<file path="src/sv/planar_point_arc_transform_assert.svh">
// Assertion helpers; expect clk and rst_n in scope.
`ifndef PLANAR_POINT_ARC_TRANSFORM_ASSERT_SVH
`define PLANAR_POINT_ARC_TRANSFORM_ASSERT_SVH

// same-cycle implication
`define PAT_ASSERT_IMP(lbl, ante, cons) \
  lbl: assert property (@(posedge clk) disable iff (!rst_n) (ante) |-> (cons)) \
    else $error("%m: implication check failed");

// next-cycle implication
`define PAT_ASSERT_NXT(lbl, ante, cons) \
  lbl: assert property (@(posedge clk) disable iff (!rst_n) (ante) |=> (cons)) \
    else $error("%m: next-cycle check failed");

`endif

</file>
<file path="src/sv/pat_delay.sv">
module pat_delay #(
  parameter int W     = 8,
  parameter int DEPTH = 2
) (
  input  logic         clk,
  input  logic         rst_n,
  input  logic         en,
  input  logic         in_valid,
  input  logic [W-1:0] in_data,
  output logic         out_valid,
  output logic [W-1:0] out_data
);

  logic [DEPTH-1:0] valid_r;
  logic [W-1:0]     data_r [DEPTH];

  always_ff @(posedge clk) begin
    if (!rst_n) begin
      valid_r <= '0;
    end else if (en) begin
      for (int i = DEPTH - 1; i > 0; i--) valid_r[i] <= valid_r[i-1];
      valid_r[0] <= in_valid;
    end
  end

  always_ff @(posedge clk) begin
    if (en) begin
      for (int i = DEPTH - 1; i > 0; i--) data_r[i] <= data_r[i-1];
      data_r[0] <= in_data;
    end
  end

  assign out_valid = valid_r[DEPTH-1];
  assign out_data  = data_r[DEPTH-1];

endmodule

</file>
<file path="config.mk">
export PLATFORM = sky130hd
export DESIGN_NAME = pat_delay
export DESIGN_NICKNAME = d
export VERILOG_FILES = /design/src/sv/planar_point_arc_transform_assert.svh /design/src/sv/pat_delay.sv
export SDC_FILE = /design/constraint.sdc
export NUM_CORES = 1
export LEC_CHECK = 0
export BUFFER_PORTS_ARGS = -buffer_cell sky130_fd_sc_hd__buf_2
export CORE_AREA = 5 5 42 44
export CTS_BUF_LIST = sky130_fd_sc_hd__clkbuf_8
export CTS_CLUSTER_DIAMETER = 120
export DETAILED_ROUTE_END_ITERATION = 12
export DIE_AREA = 0 0 47 49
export PLACE_DENSITY = 0.74
export SYNTH_ARGS = -nofsm -noshare
export SYNTH_HDL_FRONTEND = slang
export SYNTH_SLANG_ARGS = --single-unit
</file>
<file path="constraint.sdc">
create_clock -name clk -period 1.75 [get_ports clk]
set_input_delay 0.4375 -clock clk [delete_from_list [all_inputs] [get_ports clk]]
set_output_delay 0.4375 -clock clk [all_outputs]
set_load 0.005 [all_outputs]
</file>
==> run_results.csv <==
group,metric,value,unit
sta,setup_tns,0,ps
synth,yosysTopAreaCell,"edfxtp_1",
drt,route.detailed.drc,0,
clocking,cts_resized,0,
critical_path,worst-path-max-fanout,1,
power_and_ir_drop,pwr-share-seq,62.0,%
layout,multi_input_area,32.5,sq um
sta,maxSlewViolCount,0,
job,cap_violations,0,
sta,max_slew_margin,74.8,%
clocking,clkLatencyLatePin,240,ps
floorplan,start_util,43.7,%
critical_path,cp_num_buf_inv,1,
grt,grt_pass1_vias,258,
clocking,max-clock-path-buffers,2,
clocking,cts_buffers,3,
synth,synth_seq_area_share,84.9,%
placement,dp.cells,58,
sta,fin_crit_sh,67.5,%
grt,antenna_found_initial,0,
drt,viasPerCell,4.24,
critical_path,path_cells,"buf_2",
critical_path,max_stage_delay,360,ps
layout,num_antenna_cells,0,
power_and_ir_drop,combPwrFrac,4.5,%
status,status,"finished, final reports clean",
layout,drive_gt1_share,50.0,%
floorplan,coreArea,1400,sq um
hold_path,hold_path_depth,1,
layout,areaGrowthSynthToFinish,17.1,%
floorplan,ios,21,
layout,fill_cells,130,
critical_path,crit_arrival,740,ps
layout,seq_area,520,sq um
grt,grt_usage,6.72,%
clocking,htreeDepth,1,
critical_path,rrSetupSlack,1130,ps
hold_path,min_path_type,"in2reg",
floorplan,die_area,2300,sq um
power_and_ir_drop,powerDensity,1140,nW/um^2
sta,rsz0062_at_grt,"no",
power_and_ir_drop,p_int,0.000677,W
grt,grt_pass1_wl,1.05,mm
floorplan,fp.dieW,47,um
synth,ys_top_cells_by_area,"edfxtp_1 78%, buf_4 9.8%, dfxtp_1 6.5%",
sta,skew,0.543,ps
clocking,cts-root-buf,"clkbuf_8",
layout,fin_nets,59,
synth,syn_nets,42,
layout,stdcell_count,62,
power_and_ir_drop,ir_drop,0.000567,V
drt,totalWireLength,674,um
drt,routedWlPerCell,10.9,um
power_and_ir_drop,p_leak,0.291,nW
clocking,cts_tree,"built",
grt,grt_max_degree,19,
power_and_ir_drop,pwr-share-clk,33.6,%
critical_path,critPathCaptureType,"primary output",
critical_path,cp_num_cells,1,
layout,fin_util,51.2,%
critical_path,path_class,"reg2out",
power_and_ir_drop,power,0.000821,W
synth,synth.avg_cell_area,20.4,sq um
sta,fmax,846,MHz
synth,netlist_area,613,sq um
critical_path,critPathLaunchType,"register",
placement,numPortBuffers,20,
drt,ant_nets,0,
sta,timing.final.hold_violations,0,
grt,grt_overflow,0,
critical_path,worstRegToRegCells,0,
clocking,path_clk_slew,60,ps
drt,first_pass_iters,3,
synth,yosysTopAreaCellShare,78.4,%
clocking,cts_hold_buf,0,
clocking,clock_sinks,18,
critical_path,cp_slowest_cell,"edfxtp_1",
floorplan,fp.dieH,49,um
drt,via_count,263,
critical_path,cp.required,1310,ps
layout,final_cell_mix,"20 x buf_2, 16 x edfxtp_1, 3 x clkbuf_8",
sta,finalSetupViolations,0,
critical_path,critPathTopFamily,"flip-flops",
clocking,post_cts_buffers,0,
synth,ys_ff_latch,18,
sta,fin_crit,1180,ps
placement,finalWeightedCongestion,0.602,
drt,drt_iter0_markers,1,
floorplan,core.rowCount,14,
sta,tightest_slew,378,ps
power_and_ir_drop,p_sw,0.000144,W
layout,final_common_cell,"buf_2",
synth,netlist_instances,30,
synth,synth_cell_types,5,
power_and_ir_drop,switching_share,17.5,%
synth,yosys_warnings,0,
-- state kept, by name (all words and copies together) (netlist names) --
name and count:
valid_r 2, data_r 16
-- through the flow --
step	cell area, sq um	hold WS, ps	setup WS [ps]
after floorplan	613	400	845
after global placement	673	403	589
after detailed placement	673	405	571
after CTS	718	358	548
after global routing	718	356	525
final	718	363	568
-- power by group through the flow --
stage	sequential, W	combinational, W	clock (W)
floorplan	0.000517	0.0000222	0
finish	0.000509	0.0000367	0.000276
CTS	0.000510	0.0000378	0.000285
global route	0.000512	0.0000406	0.000303
detailed placement	0.000519	0.0000377	0
global placement	0.000517	0.0000370	0
-- cell families after synthesis --
| family | synth area share, % |
|---|---|
| muxes | 3.27 |
| buffers and inverters | 9.80 |
| DFF | 84.9 |
| and+or+nand+nor | 2.04 |
-- layer usage --
| metal | global-route usage [%] | part of all wire, % |
|---|---|---|
| met1 | 7.89 | 40 |
| met2 | 8.82 | 41 |
| met3 | 2.21 | 15 |
| met4 | 6.91 | 3.7 |
| met5 | 0 | 0 |
-- worst paths after layout --
kind                                    start       endpoint
worst max register to register   data_r[0][2]  data_r[0][10]
worst max-delay path            data_r[0][12]    out_data[4]
worst min register to register   data_r[0][6]  data_r[0][14]
worst min-delay path               in_data[7]   data_r[0][7]
-- Yosys cell counts --
library cell and number:
dfxtp_1 2, buf_4 8, edfxtp_1 16, nor2b_1 2
mux2i_1 2
-- cell type report --
cell class	instances	share of cell area, %
flip-flops and latches	18	72.5
clock buffers	3	5.75
well taps	16	2.79
clock inverters	1	0.523
multi-input cells	4	4.53
repair buffers	20	13.9
Note: power is estimated with default switching activity, not from simulation.
